`src/design/ssr_pkg.sv`:
```
// ----------------------------------------------------------------------------
// ssr_pkg
// Shared types, register indexes and helpers for the stream search-and-replace
// block.
// ----------------------------------------------------------------------------
package ssr_pkg;

    // register index, taken from paddr[4:3]
    typedef enum logic [1:0] {
        REG_PATTERN_BYTES      = 2'd0,
        REG_PATTERN_LENGTH     = 2'd1,
        REG_REPLACEMENT_BYTES  = 2'd2,
        REG_REPLACEMENT_LENGTH = 2'd3
    } reg_index_t;

    // what a queued descriptor emits
    typedef enum logic {
        DESC_WINDOW  = 1'b0,
        DESC_REPLACE = 1'b1
    } desc_kind_t;

    // control part of one output descriptor
    typedef struct packed {
        desc_kind_t  kind;
        logic        last;
        logic [15:0] total;
    } desc_ctl_t;

    localparam int unsigned CTL_W      = $bits(desc_ctl_t);
    localparam logic [15:0] COUNT_SAT  = 16'hFFFF;
    localparam int unsigned WORD_BYTES = 8;

    // byte i of a 64-bit word, zero beyond the word
    function automatic logic [7:0] byte_of(input logic [63:0] word, input logic [5:0] i);
        logic [7:0] b;
        b = 8'd0;
        if (i < 6'(WORD_BYTES))
        begin
            b = word[{i[2:0], 3'b000} +: 8];
        end
        return b;
    endfunction

endpackage

```
`src/design/stream_search_replace.sv`:
```
// ----------------------------------------------------------------------------
// stream_search_replace
// Streaming byte search-and-replace with a configurable pattern and
// replacement, built around a shifting row of window cells.
// ----------------------------------------------------------------------------
// Usage:
//   s_* carries the source string, one byte per transfer, s_tlast on its
//   final byte. m_* carries the rewritten string, one byte per transfer;
//   m_tuser low marks a bare end marker, m_tlast marks the last result of a
//   string and then m_tdata[23:8] holds the replacement count (saturating).
//   The APB port sets pattern, lengths and replacement; write it only while
//   no results are outstanding.
//   The window accepts one byte per cycle while s_tready is high; each byte
//   queues at most one descriptor, and the output sequencer sends one result
//   per cycle while m_tready takes them, so a match sends up to REPLACE_MAX
//   bytes and an unmatched string end up to PATTERN_MAX. s_tready drops when
//   the 4-entry descriptor queue is full; a stall on m_tready holds the
//   output register and fills the queue. Reset clears the window fill, the
//   count, the queue and the output valid flag, and sets the registers to
//   pattern length 1, all else zero.
// ----------------------------------------------------------------------------
module stream_search_replace
#(
    parameter int PATTERN_MAX = 8,
    parameter int REPLACE_MAX = 8
)
(
    input  logic        clk,
    input  logic        rst_n,
    // source stream
    input  logic        s_tvalid,
    output logic        s_tready,
    input  logic [7:0]  s_tdata,   // [7:0] text_byte
    input  logic        s_tlast,   // end_of_text
    // result stream
    output logic        m_tvalid,
    input  logic        m_tready,
    output logic [23:0] m_tdata,   // [7:0] out_byte, [23:8] replace_count
    output logic        m_tlast,   // final_item
    output logic        m_tuser,   // [0] byte_present
    // configuration
    input  logic        psel,
    input  logic        penable,
    input  logic        pwrite,
    input  logic [4:0]  paddr,
    input  logic [63:0] pwdata,
    output logic [63:0] prdata,
    output logic        pready
);

    import ssr_pkg::*;

    localparam int MAXR    = (PATTERN_MAX > REPLACE_MAX) ? PATTERN_MAX : REPLACE_MAX;
    localparam int CW      = $clog2(MAXR + 1);
    localparam int SW      = (PATTERN_MAX > 1) ? $clog2(PATTERN_MAX) : 1;
    localparam int PW      = $clog2(PATTERN_MAX + 1);
    localparam int QW      = CTL_W + SW + CW + 8 * PATTERN_MAX;
    localparam int Q_DEPTH = 4;

    // configuration registers
    logic [63:0] pattern_bytes_reg;
    logic [3:0]  pattern_length_reg;
    logic [63:0] replacement_bytes_reg;
    logic [3:0]  replacement_length_reg;
    reg_index_t  reg_sel;
    logic        cfg_write;

    // window control
    logic [PW-1:0] fill_reg;
    logic [PW-1:0] fill_next;
    logic [15:0]   total_reg;
    logic [15:0]   total_next;
    logic [PW-1:0] plen;
    logic [CW-1:0] rlen;
    logic [PW-1:0] kept;
    logic [PW-1:0] fill_new;
    logic          cmp;
    logic          hit;
    logic          accept;

    // cells
    logic [7:0]             cell_q   [PATTERN_MAX];
    logic [7:0]             cell_d   [PATTERN_MAX];
    logic [PATTERN_MAX-1:0] cell_ok;

    // descriptors
    desc_ctl_t              new_ctl;
    logic [SW-1:0]          new_start;
    logic [CW-1:0]          new_count;
    logic [8*PATTERN_MAX-1:0] new_bytes;
    logic                   q_push;
    logic                   q_pop;
    logic                   q_empty;
    logic                   q_full;
    logic [QW-1:0]          q_head;
    desc_ctl_t              h_ctl;
    logic [SW-1:0]          h_start;
    logic [CW-1:0]          h_count;
    logic [8*PATTERN_MAX-1:0] h_bytes;

    // apb write and read
    assign pready    = 1'b1;
    assign reg_sel   = reg_index_t'(paddr[4:3]);
    assign cfg_write = psel && penable && pwrite && pready;

    always_ff @(posedge clk or negedge rst_n)
    begin
        if (!rst_n)
        begin
            pattern_bytes_reg      <= 64'd0;
            pattern_length_reg     <= 4'd1;
            replacement_bytes_reg  <= 64'd0;
            replacement_length_reg <= 4'd0;
        end
        else if (cfg_write)
        begin
            case (reg_sel)
                REG_PATTERN_BYTES:      pattern_bytes_reg      <= pwdata;
                REG_PATTERN_LENGTH:     pattern_length_reg     <= pwdata[3:0];
                REG_REPLACEMENT_BYTES:  replacement_bytes_reg  <= pwdata;
                REG_REPLACEMENT_LENGTH: replacement_length_reg <= pwdata[3:0];
                default:                ;
            endcase
        end
    end

    always_comb
    begin
        case (reg_sel)
            REG_PATTERN_BYTES:      prdata = pattern_bytes_reg;
            REG_PATTERN_LENGTH:     prdata = {60'd0, pattern_length_reg};
            REG_REPLACEMENT_BYTES:  prdata = replacement_bytes_reg;
            REG_REPLACEMENT_LENGTH: prdata = {60'd0, replacement_length_reg};
            default:                prdata = 64'd0;
        endcase
    end

    // clamp the configured lengths
    always_comb
    begin
        if (pattern_length_reg == 4'd0)
        begin
            plen = PW'(1);
        end
        else if (int'(pattern_length_reg) > PATTERN_MAX)
        begin
            plen = PW'(PATTERN_MAX);
        end
        else
        begin
            plen = PW'(pattern_length_reg);
        end
        if (int'(replacement_length_reg) > REPLACE_MAX)
        begin
            rlen = CW'(REPLACE_MAX);
        end
        else
        begin
            rlen = CW'(replacement_length_reg);
        end
    end

    assign s_tready = !q_full;
    assign accept   = s_tvalid && s_tready;

    // row of window cells, newest byte in cell 0
    for (genvar k = 0; k < PATTERN_MAX; k++)
    begin : g_cell
        logic [7:0] nb_in;
        logic [5:0] pat_idx;

        if (k == 0)
        begin : g_head
            assign nb_in = s_tdata;
        end
        else
        begin : g_link
            assign nb_in = cell_q[k-1];
        end

        // cell k lines up with pattern byte plen-1-k
        assign pat_idx = 6'(plen) - 6'(k) - 6'd1;

        ssr_cell u_cell
        (
            .clk          (clk),
            .shift_en     (accept),
            .byte_in      (nb_in),
            .pattern_byte (byte_of(pattern_bytes_reg, pat_idx)),
            .byte_q       (cell_q[k]),
            .byte_d       (cell_d[k]),
            .match        (cell_ok[k])
        );

        assign new_bytes[8*k +: 8] = cell_d[k];
    end

    // fill tracking, compare and descriptor build
    always_comb
    begin
        kept      = (fill_reg >= plen) ? plen - 1'b1 : fill_reg;
        fill_new  = kept + 1'b1;
        cmp       = (fill_new == plen);
        hit       = cmp;
        for (int k = 0; k < PATTERN_MAX; k++)
        begin
            if ((PW'(k) < plen) && !cell_ok[k])
            begin
                hit = 1'b0;
            end
        end
        total_next = total_reg;
        if (hit && (total_reg != COUNT_SAT))
        begin
            total_next = total_reg + 16'd1;
        end
        new_ctl.last  = s_tlast;
        new_ctl.total = total_next;
        if (hit)
        begin
            new_ctl.kind = DESC_REPLACE;
            new_start    = '0;
            new_count    = rlen;
            fill_next    = '0;
        end
        else if (cmp)
        begin
            new_ctl.kind = DESC_WINDOW;
            new_start    = SW'(plen - 1'b1);
            new_count    = s_tlast ? CW'(plen) : CW'(1);
            fill_next    = plen - 1'b1;
        end
        else
        begin
            new_ctl.kind = DESC_WINDOW;
            new_start    = SW'(fill_new - 1'b1);
            new_count    = s_tlast ? CW'(fill_new) : '0;
            fill_next    = fill_new;
        end
        if (s_tlast)
        begin
            fill_next  = '0;
            total_next = 16'd0;
        end
    end

    always_ff @(posedge clk or negedge rst_n)
    begin
        if (!rst_n)
        begin
            fill_reg  <= '0;
            total_reg <= 16'd0;
        end
        else if (accept)
        begin
            fill_reg  <= fill_next;
            total_reg <= total_next;
        end
    end

    assign q_push = accept && ((new_count != '0) || s_tlast);

    // descriptor queue
    ssr_queue
    #(
        .WIDTH (QW),
        .DEPTH (Q_DEPTH)
    )
    u_queue
    (
        .clk       (clk),
        .rst_n     (rst_n),
        .push      (q_push),
        .push_data ({new_ctl, new_start, new_count, new_bytes}),
        .pop       (q_pop),
        .head      (q_head),
        .empty     (q_empty),
        .full      (q_full)
    );

    assign {h_ctl, h_start, h_count, h_bytes} = q_head;

    // output sequencer
    ssr_emit
    #(
        .PATTERN_MAX (PATTERN_MAX),
        .REPLACE_MAX (REPLACE_MAX)
    )
    u_emit
    (
        .clk        (clk),
        .rst_n      (rst_n),
        .desc_valid (!q_empty),
        .desc_ctl   (h_ctl),
        .desc_start (h_start),
        .desc_count (h_count),
        .desc_bytes (h_bytes),
        .repl_word  (replacement_bytes_reg),
        .desc_pop   (q_pop),
        .m_tvalid   (m_tvalid),
        .m_tready   (m_tready),
        .m_tdata    (m_tdata),
        .m_tlast    (m_tlast),
        .m_tuser    (m_tuser)
    );

`ifndef NO_ASSERTIONS
    // a string end leaves an empty window and a cleared count
    a_end_clears: assert property (@(posedge clk) disable iff (!rst_n)
        accept && s_tlast |=> (fill_reg == '0) && (total_reg == 16'd0))
        else $error("window or count not cleared after string end");

    // the window never holds more than the longest pattern less one byte
    a_fill_bound: assert property (@(posedge clk) disable iff (!rst_n)
        fill_reg < PW'(PATTERN_MAX))
        else $error("window fill beyond the longest pattern");

    // a bare end marker is always the final result
    a_bare_final: assert property (@(posedge clk) disable iff (!rst_n)
        m_tvalid && !m_tuser |-> m_tlast)
        else $error("bare end marker without final mark");

    // the count travels only with the final result
    a_count_final: assert property (@(posedge clk) disable iff (!rst_n)
        m_tvalid && !m_tlast |-> m_tdata[23:8] == 16'd0)
        else $error("replacement count on a non-final result");
`endif

endmodule

```
`src/design/ssr_cell.sv`:
```
// ----------------------------------------------------------------------------
// ssr_cell
// One window cell: holds a text byte, passes it to the next cell on every
// transfer and compares its incoming byte against its pattern byte.
// ----------------------------------------------------------------------------
module ssr_cell
(
    input  logic       clk,
    input  logic       shift_en,
    input  logic [7:0] byte_in,
    input  logic [7:0] pattern_byte,
    output logic [7:0] byte_q,
    output logic [7:0] byte_d,
    output logic       match
);

    logic [7:0] byte_reg;
    logic [7:0] byte_next;

    // take the neighbor's byte on a transfer
    always_comb
    begin
        byte_next = shift_en ? byte_in : byte_reg;
    end

    always_ff @(posedge clk)
    begin
        byte_reg <= byte_next;
    end

    assign byte_q = byte_reg;
    assign byte_d = byte_next;
    assign match  = (byte_next == pattern_byte);

endmodule

```
`src/design/ssr_queue.sv`:
```
// ----------------------------------------------------------------------------
// ssr_queue
// Small register queue of output descriptors between the window and the
// output sequencer.
// ----------------------------------------------------------------------------
module ssr_queue
#(
    parameter int WIDTH = 8,
    parameter int DEPTH = 4
)
(
    input  logic             clk,
    input  logic             rst_n,
    input  logic             push,
    input  logic [WIDTH-1:0] push_data,
    input  logic             pop,
    output logic [WIDTH-1:0] head,
    output logic             empty,
    output logic             full
);

    localparam int PTR_W = (DEPTH > 1) ? $clog2(DEPTH) : 1;
    localparam int CNT_W = $clog2(DEPTH + 1);

    logic [WIDTH-1:0] data_reg [DEPTH];
    logic [PTR_W-1:0] wr_ptr_reg;
    logic [PTR_W-1:0] wr_ptr_next;
    logic [PTR_W-1:0] rd_ptr_reg;
    logic [PTR_W-1:0] rd_ptr_next;
    logic [CNT_W-1:0] count_reg;
    logic [CNT_W-1:0] count_next;

    // pointer and occupancy update
    always_comb
    begin
        wr_ptr_next = wr_ptr_reg;
        rd_ptr_next = rd_ptr_reg;
        count_next  = count_reg;
        if (push)
        begin
            wr_ptr_next = (int'(wr_ptr_reg) == DEPTH - 1) ? '0 : wr_ptr_reg + 1'b1;
        end
        if (pop)
        begin
            rd_ptr_next = (int'(rd_ptr_reg) == DEPTH - 1) ? '0 : rd_ptr_reg + 1'b1;
        end
        if (push && !pop)
        begin
            count_next = count_reg + 1'b1;
        end
        else if (pop && !push)
        begin
            count_next = count_reg - 1'b1;
        end
    end

    always_ff @(posedge clk or negedge rst_n)
    begin
        if (!rst_n)
        begin
            wr_ptr_reg <= '0;
            rd_ptr_reg <= '0;
            count_reg  <= '0;
        end
        else
        begin
            wr_ptr_reg <= wr_ptr_next;
            rd_ptr_reg <= rd_ptr_next;
            count_reg  <= count_next;
        end
    end

    // storage, no reset on payload
    always_ff @(posedge clk)
    begin
        if (push)
        begin
            data_reg[wr_ptr_reg] <= push_data;
        end
    end

    assign head  = data_reg[rd_ptr_reg];
    assign empty = (count_reg == '0);
    assign full  = (count_reg == CNT_W'(DEPTH));

endmodule

```
`src/design/ssr_emit.sv`:
```
// ----------------------------------------------------------------------------
// ssr_emit
// Output sequencer: walks the head descriptor one result per cycle unless
// m_tready stalls it, and drives the registered master-side stream.
// ----------------------------------------------------------------------------
module ssr_emit
#(
    parameter int PATTERN_MAX = 8,
    parameter int REPLACE_MAX = 8,
    localparam int MAXR = (PATTERN_MAX > REPLACE_MAX) ? PATTERN_MAX : REPLACE_MAX,
    localparam int CW   = $clog2(MAXR + 1),
    localparam int SW   = (PATTERN_MAX > 1) ? $clog2(PATTERN_MAX) : 1
)
(
    input  logic                        clk,
    input  logic                        rst_n,
    input  logic                        desc_valid,
    input  ssr_pkg::desc_ctl_t          desc_ctl,
    input  logic [SW-1:0]               desc_start,
    input  logic [CW-1:0]               desc_count,
    input  logic [8*PATTERN_MAX-1:0]    desc_bytes,
    input  logic [63:0]                 repl_word,
    output logic                        desc_pop,
    output logic                        m_tvalid,
    input  logic                        m_tready,
    output logic [23:0]                 m_tdata,
    output logic                        m_tlast,
    output logic                        m_tuser
);

    import ssr_pkg::*;

    logic [CW-1:0] idx_reg;
    logic [CW-1:0] idx_next;
    logic          valid_reg;
    logic          valid_next;
    logic [7:0]    byte_reg;
    logic [7:0]    byte_next;
    logic          present_reg;
    logic          present_next;
    logic          final_reg;
    logic          final_next;
    logic [15:0]   total_reg;
    logic [15:0]   total_next;

    logic          step;
    logic          at_end;
    logic [CW-1:0] last_idx;
    logic [SW-1:0] win_sel;
    logic [7:0]    win_byte;
    logic [7:0]    rep_byte;

    // pick the result byte for the current index
    always_comb
    begin
        last_idx = (desc_count == '0) ? '0 : desc_count - 1'b1;
        at_end   = (idx_reg == last_idx);
        win_sel  = desc_start - SW'(idx_reg);
        win_byte = desc_bytes[8*win_sel +: 8];
        rep_byte = byte_of(repl_word, 6'(idx_reg));
    end

    // output register loads when empty or taken
    always_comb
    begin
        step         = desc_valid && (!valid_reg || m_tready);
        idx_next     = idx_reg;
        valid_next   = valid_reg;
        byte_next    = byte_reg;
        present_next = present_reg;
        final_next   = final_reg;
        total_next   = total_reg;
        if (step)
        begin
            valid_next   = 1'b1;
            present_next = (desc_count != '0);
            final_next   = desc_ctl.last && at_end;
            total_next   = (desc_ctl.last && at_end) ? desc_ctl.total : 16'd0;
            idx_next     = at_end ? '0 : idx_reg + 1'b1;
            if (desc_count == '0)
            begin
                byte_next = 8'd0;
            end
            else if (desc_ctl.kind == DESC_REPLACE)
            begin
                byte_next = rep_byte;
            end
            else
            begin
                byte_next = win_byte;
            end
        end
        else if (m_tready)
        begin
            valid_next = 1'b0;
        end
    end

    always_ff @(posedge clk or negedge rst_n)
    begin
        if (!rst_n)
        begin
            idx_reg   <= '0;
            valid_reg <= 1'b0;
        end
        else
        begin
            idx_reg   <= idx_next;
            valid_reg <= valid_next;
        end
    end

    always_ff @(posedge clk)
    begin
        byte_reg    <= byte_next;
        present_reg <= present_next;
        final_reg   <= final_next;
        total_reg   <= total_next;
    end

    assign desc_pop = step && at_end;
    assign m_tvalid = valid_reg;
    assign m_tdata  = {total_reg, byte_reg};
    assign m_tlast  = final_reg;
    assign m_tuser  = present_reg;

endmodule
```
`config.mk`:
```
export PLATFORM = sky130hd
export DESIGN_NAME = stream_search_replace
export DESIGN_NICKNAME = d
export VERILOG_FILES = /design/src/design/ssr_pkg.sv /design/src/design/stream_search_replace.sv /design/src/design/ssr_cell.sv /design/src/design/ssr_queue.sv /design/src/design/ssr_emit.sv
export SDC_FILE = /design/constraint.sdc
export NUM_CORES = 1
export LEC_CHECK = 0
export BUFFER_PORTS_ARGS = -buffer_cell sky130_fd_sc_hd__buf_4
export CAP_MARGIN = 5
export CELL_PAD_IN_SITES_DETAIL_PLACEMENT = 0
export CELL_PAD_IN_SITES_GLOBAL_PLACEMENT = 1
export CORE_MARGIN = 1
export CORE_UTILIZATION = 40
export CTS_CLUSTER_DIAMETER = 100
export CTS_CLUSTER_SIZE = 25
export DETAILED_ROUTE_END_ITERATION = 6
export PLACE_DENSITY_LB_ADDON = 0.1
export RECOVER_POWER = 25
export SLEW_MARGIN = 20
export SYNTH_ARGS = -nofsm -noshare
export SYNTH_HDL_FRONTEND = slang
export SYNTH_SLANG_ARGS = --single-unit
export TNS_END_PERCENT = 100
```
`constraint.sdc`:
```
create_clock -name clk -period 17.3 [get_ports clk]
set_input_delay 0 -clock clk [delete_from_list [all_inputs] [get_ports clk]]
set_output_delay 0 -clock clk [all_outputs]
set_load 0.01 [all_outputs]
```
==> results.json, run 1 <==
{
  "crit_path_frequent_cell": "buf_4",
  "synth_top_family_by_area": "multiplexers",
  "grt_setup_unrepaired": "no",
  "worstMarginPinSlew_ps": 4090,
  "cp_data_required_time_ps": 17550,
  "vias": 20100,
  "stdcell_area_sq_um": 34500,
  "placement.io_buffers": 173,
  "drt_first_pass_iters": 5,
  "die_w_microns": 280,
  "cts_tree": "done",
  "p_leak_nw": 12.7,
  "wl_microns": 87100,
  "min_period_ps": 8350,
  "syn_inst": 2277,
  "status": "finished with violations",
  "place_area_sq_um": 33200,
  "setup_viol": 0,
  "yosys.area_share.xor_xnor_pct": 1.97,
  "clk_path_buf_depth": 3,
  "drv_slew": 277,
  "grt_usage_pct": 22.1,
  "critical_path_class": "register to register",
  "clk_pin_slew_ps": 100,
  "post-route-period-util_pct": 48.3,
  "hold_class": "input port to register",
  "critPathLaunchType": "register",
  "fin_setup_tns_ps": 0,
  "cp_slowest_cell": "and2_4",
  "synthArstFlopShare_pct": 27.4,
  "syn_nets": 2399,
  "ys_ff_latch": 614,
  "violations": "capacitance limit, slew limit",
  "synth.area.mux_share_pct": 21.9,
  "cp_cell_sequence": "buf_4 > inv_1 > buf_4 > nand2_1 > ha_1 > buf_4 > clkinv_1 > buf_4 > nand2b_1 > o22ai_1 > nor3b_1 > xor2_1 > o31ai_1 > a22o_1 > a41o_1 > nand3_1 > nor2_4 > a31oi_2 > and2_4 > buf_4",
  "cts.sinks": 614,
  "dominantRegCellSynth": "edfxtp_1",
  "io_pins": 178,
  "largest_reg_flops": 356,
  "cts-buffers-inserted": 29,
  "max_freq_ghz": 0.120,
  "syn2layout_area_growth_pct": 11.6,
  "yosysWarnings": 0,
  "synth_edf_count": 382,
  "insertion_delay_ps": 650,
  "post-cts-setup-buffers": 0,
  "wl_per_cell_microns": 24.8,
  "layout-drive-gt1-share_pct": 21.0,
  "vias_per_cell": 5.74,
  "cp-end-kind": "register",
  "critPathTopFamily": "buffers and inverters",
  "die_h_microns": 280,
  "ant_nets": 0,
  "row_count": 101,
  "gp_congestion": 0.879,
  "die-area_sq_um": 78500,
  "drtIter0Drc": 1362,
  "grt_pass1_vias": 20100,
  "syn_area_per_cell_sq_um": 13.6,
  "ys_types": 98,
  "dpl.hpwl_microns": 60400,
  "final_common_cell": "edfxtp_1",
  "synth-simple-area-share_pct": 8.60,
  "dp_slack_ps": 9060,
  "power_density_nw_per_um2": 179,
  "cp.arrival_ps": 8600,
  "synthesis.area_sq_um": 30900,
  "start_util_pct": 40.6,
  "finClkSkew_ps": 43.0,
  "coreArea_sq_um": 76200,
  "cts-root-buf": "clkbuf_16",
  "grt_pass1_wl_microns": 130000,
  "slew_headroom_pct": -173,
  "final_cell_mix": "edfxtp_1 (382), dfrtp_1 (164), mux2_2 (161)",
  "setup_slack_ps": 8950,
  "htree_levels": 1,
  "overflow": 0,
  "critical_path_buf_inv_count": 7,
  "synth_compound_area_share_pct": 8.26,
  "ys_seq_area_share_pct": 54.8,
  "synth_fa_ha_area_share_pct": 1.54,
  "grt_max_degree": 81,
  "fin_nets": 2574,
  "critPathMaxFanout": 51,
  "antenna_found_initial": 6,
  "ir_drop_mv": 0.134,
  "drc": 0,
  "slowest_delay_ps": 850,
  "total_power_mw": 6.18,
  "maxCapViolCount": 5,
  "hold_viol": 0
}
==> final cells by class <==
| type | instances | area (sq um) |
|---|---|---|
| Timing Repair Buffer | 293 | 2050 |
| Tap cell | 1030 | 1290 |
| Multi-Input combinational cell | 1453 | 13100 |
| Clock inverter | 5 | 72.6 |
| Antenna cell | 1 | 2.50 |
| Sequential cell | 614 | 17000 |
| Clock buffer | 49 | 801 |
| Fill cell | 6953 | 41700 |
| Inverter | 61 | 231 |
==> routing by layer <==
metal / track usage, % / wire length, microns
met5: 0 / 13
met4: 5.95 / 2280
met3: 2.41 / 3800
met2: 35.6 / 40600
met1: 31.8 / 40400
==> synth_stat cells, types with 15 or more instances <==
cell type / instances / area, sq um
a21oi_1: 58 / 290
a22oi_1: 15 / 113
a32o_1: 35 / 350
a32oi_1: 31 / 272
and2_1: 21 / 131
and3_1: 16 / 100
buf_1: 26 / 97.6
buf_2: 36 / 180
clkbuf_1: 75 / 282
dfrtp_1: 167 / 4180
dfxtp_1: 64 / 1280
edfxtp_1: 382 / 11500
ha_1: 35 / 438
inv_1: 59 / 221
mux2_2: 161 / 1810
mux2i_1: 155 / 1550
mux4_2: 148 / 3330
nand2_1: 153 / 574
nand2b_1: 17 / 106
nand3_1: 34 / 170
nor2_1: 125 / 469
nor2b_1: 72 / 450
nor3_1: 23 / 115
o21ai_0: 43 / 215
o22ai_1: 45 / 282
xnor2_1: 49 / 429
xor2_1: 17 / 149
==> metrics by stage <==
step                utilization (%)  hold slack [ps]  cells
floorplan                         -             -296   2277
global placement               43.6            -63.1   3371
detailed placement             43.6            -67.9   3371
CTS                            45.8             91.6   3505
global route                   45.3              112   3505
finish                         45.3              127   3506
==> power by group <==
group / leakage, nW / total, mW / switching (mW) / internal (mW)
clock: 0.418 / 0.811 / 0.472 / 0.338
combinational: 6.09 / 3.12 / 1.85 / 1.27
sequential: 6.16 / 2.25 / 0.215 / 2.04
total: 12.7 / 6.18 / 2.54 / 3.65
==> worst paths after layout <==
| kind | startpoint | end | slack, ps | cells past startpoint |
|---|---|---|---|---|
| worst max-delay path | pattern_length_reg[3]$_DFFE_PN0P_ | u_queue.data_reg[2][20]$_DFFE_PP_ | 8950 | 20 |
| worst min-delay path | paddr[4] | replacement_length_reg[2]$_DFFE_PN0P_ | 130 | 4 |
| worst max register to register | pattern_length_reg[3]$_DFFE_PN0P_ | u_queue.data_reg[2][20]$_DFFE_PP_ | 8950 | 20 |
| worst min register to register | u_queue.count_reg[2]$_DFFE_PN0P_ | u_queue.count_reg[2]$_DFFE_PN0P_ | 510 | 1 |
| max in group asynchronous | rst_n | pattern_length_reg[3]$_DFFE_PN0P_ | 13330 | 4 |
| min in group asynchronous | rst_n | total_reg[3]$_DFFE_PN0P_ | 1350 | 4 |
==> logic make-up (layout without fill, tap and decap cells) <==
logic type,after synthesis,count (layout)
flops,614,614
simple gates,530,530
mux,469,469
compound gates,348,348
buf+inv,210,408
xor+xnor,68,68
fa+ha+maj,37,37
other cells,1,2
==> worst reg2reg max path, cell delays in order, from the launching register on <==
cell and delay [ps]:
dfrtp_2 400, buf_4 260, inv_1 340, buf_4 350
nand2_1 310, ha_1 510, buf_4 470, clkinv_1 400
buf_4 390, nand2b_1 490, o22ai_1 170, nor3b_1 520
xor2_1 210, o31ai_1 80, a22o_1 200, a41o_1 300
nand3_1 230, nor2_4 170, a31oi_2 570, and2_4 860
buf_4 650
==> timing repair <==
item / 4_1_cts / 5_1_grt
hold buffers: 80 / 0
resized for setup: 0 / 0
hold endpoints to repair: 271 / 0
(Power assumes the default switching activity.)
==> inputs of run 2 (changes only) <==
==> constraint.sdc (replaced) <==
create_clock -name clk -period 7.8 [get_ports clk]
set_input_delay 0 -clock clk [delete_from_list [all_inputs] [get_ports clk]]
set_output_delay 0 -clock clk [all_outputs]
set_load 0.01 [all_outputs]
==> results.json, run 2 (same netlist as run 1, synthesis figures left out) <==
{
  "gp_congestion": 0.865,
  "fin_nets": 2588,
  "grt_usage_pct": 22.2,
  "die_w_microns": 280,
  "layout-drive-gt1-share_pct": 22.3,
  "violations": "capacitance limit, slew limit",
  "min_period_ps": 6930,
  "cp.arrival_ps": 7480,
  "grt_setup_unrepaired": "no",
  "status": "finished with violations",
  "drv_slew": 293,
  "post-cts-setup-buffers": 0,
  "ant_nets": 0,
  "overflow": 0,
  "clk_path_buf_depth": 3,
  "dp_slack_ps": 882,
  "cts_tree": "done",
  "antenna_found_initial": 2,
  "p_leak_nw": 12.9,
  "fin_setup_tns_ps": 0,
  "cts-root-buf": "clkbuf_16",
  "rrSetupSlack_ps": 870,
  "power_density_nw_per_um2": 397,
  "grt_pass1_vias": 20100,
  "syn2layout_area_growth_pct": 12.9,
  "drtIter0Drc": 1395,
  "io_pins": 178,
  "max_freq_ghz": 0.144,
  "hold_viol": 0,
  "final_cell_mix": "edfxtp_1 (382), dfrtp_1 (164), mux2_2 (161)",
  "whs_endpoint": "g_cell[0].u_cell.byte_q[3]$_DFF_P_",
  "largest_reg_flops": 356,
  "hp-start": "s_tdata[3]",
  "setup_viol": 0,
  "setup_slack_ps": 873,
  "grt_pass1_wl_microns": 131000,
  "maxCapViolCount": 7,
  "finClkSkew_ps": 33.3,
  "placement.io_buffers": 173,
  "htree_levels": 1,
  "ir_drop_mv": 0.168,
  "vias_per_cell": 5.72,
  "cts-buffers-inserted": 31,
  "critPathMaxFanout": 18,
  "worst_hold_path.num_cells": 3,
  "slew_headroom_pct": -177,
  "post-route-period-util_pct": 88.8,
  "cp_data_required_time_ps": 8360,
  "row_count": 101,
  "start_util_pct": 40.6,
  "cp-end-kind": "register",
  "drc": 0,
  "critical_path_class": "register to register",
  "dr_wl_met2_microns": 41500,
  "final_common_cell": "edfxtp_1",
  "wl_met1_microns": 40600,
  "grt_max_degree": 77,
  "die_h_microns": 280,
  "clk_pin_slew_ps": 110,
  "hold_class": "input port to register",
  "r2r_cells": 22,
  "drt_first_pass_iters": 6,
  "wl_per_cell_microns": 24.9,
  "dpl.hpwl_microns": 61800,
  "wl_microns": 87700,
  "vias": 20100,
  "r2r_start": "pattern_length_reg[2]$_DFFE_PN0P_",
  "worstMarginPinSlew_ps": 4160,
  "coreArea_sq_um": 76200,
  "critPathLaunchType": "register",
  "die-area_sq_um": 78500,
  "fin_hold_ws_ps": 32.4,
  "r2r-end": "u_queue.count_reg[2]$_DFFE_PN0P_",
  "highest_layer": "met5",
  "insertion_delay_ps": 630,
  "cts.sinks": 614,
  "wl_met3_microns": 3950
}
run 2: cell count changes in the layout (fill, tap and decap cells not counted), sizes merged:
cell	delta
inv	+1
buf	+34
clkbuf	-20
bufinv	-1
run 2: metrics by stage:
| stage | total power [mW] | instance area (sq um) | util (%) | cells |
|---|---|---|---|---|
| finish | 13.9 | 34900 | 45.9 | 3520 |
| global route | 14.7 | 34900 | 45.9 | 3519 |
| detailed placement | 12.1 | 33500 | 43.9 | 3383 |
| CTS | 14.1 | 35200 | 46.2 | 3519 |
| global placement | 12.0 | 33500 | 43.9 | 3383 |
| floorplan | 9.70 | 30900 | - | 2277 |
run 2: worst max-delay path by stage:
stage,start,to,slack (ps),cells past startpoint
global route,pattern_length_reg[2]$_DFFE_PN0P_,u_queue.count_reg[1]$_DFFE_PN0P_,510,20
finish,pattern_length_reg[2]$_DFFE_PN0P_,u_queue.count_reg[2]$_DFFE_PN0P_,870,22
CTS,pattern_length_reg[2]$_DFFE_PN0P_,u_queue.count_reg[1]$_DFFE_PN0P_,860,20
detailed placement,pattern_length_reg[2]$_DFFE_PN0P_,u_queue.count_reg[1]$_DFFE_PN0P_,880,20
global placement,pattern_length_reg[2]$_DFFE_PN0P_,u_queue.count_reg[1]$_DFFE_PN0P_,980,20
floorplan,pattern_length_reg[0]$_DFFE_PN1P_,u_queue.data_reg[0][0]$_DFFE_PP_,620,24
run 2: cell type report:
type	instances	area (sq um)
tap	1030	1290
clock inverter	5	91.3
fill	6881	41300
clock buffer	51	871
multi-input combinational	1453	13100
antenna	1	2.50
sequential	614	17000
timing repair buffer	305	2370
inverter	61	231
run 2: metal layers:
layer	vias to the layer above	track usage, %
met2	475	35.9
met1	10500	31.9
met5	-	0
met3	89	2.71
li1	9122	-
met4	2	4.75
run 2: repair_timing:
item                                   4_1_cts  5_1_grt
hold buffers                                80        0
resized for setup                            0        0
endpoints found under the hold margin      250        0
run 2: critical path, stage by stage, from the launching register on:
cell	delay [ps]
dfrtp_1	340
buf_4	230
o21ba_2	550
nor2_8	90
buf_4	220
ha_1	610
clkinv_1	730
nand2b_1	720
o22ai_1	180
nor3b_1	550
xor2_1	200
o31ai_1	80
a22o_1	190
a41o_1	280
nand3_1	210
nor2_4	50
a31oi_2	440
ha_1	280
inv_1	60
fa_1	380
xor2_1	170
nor2_1	110
xor2_1	160
run 2: power by group:
part	switching [mW]	total, mW	internal (mW)
sequential	0.482	5.00	4.52
clock	1.08	1.87	0.793
combinational	4.10	6.99	2.89
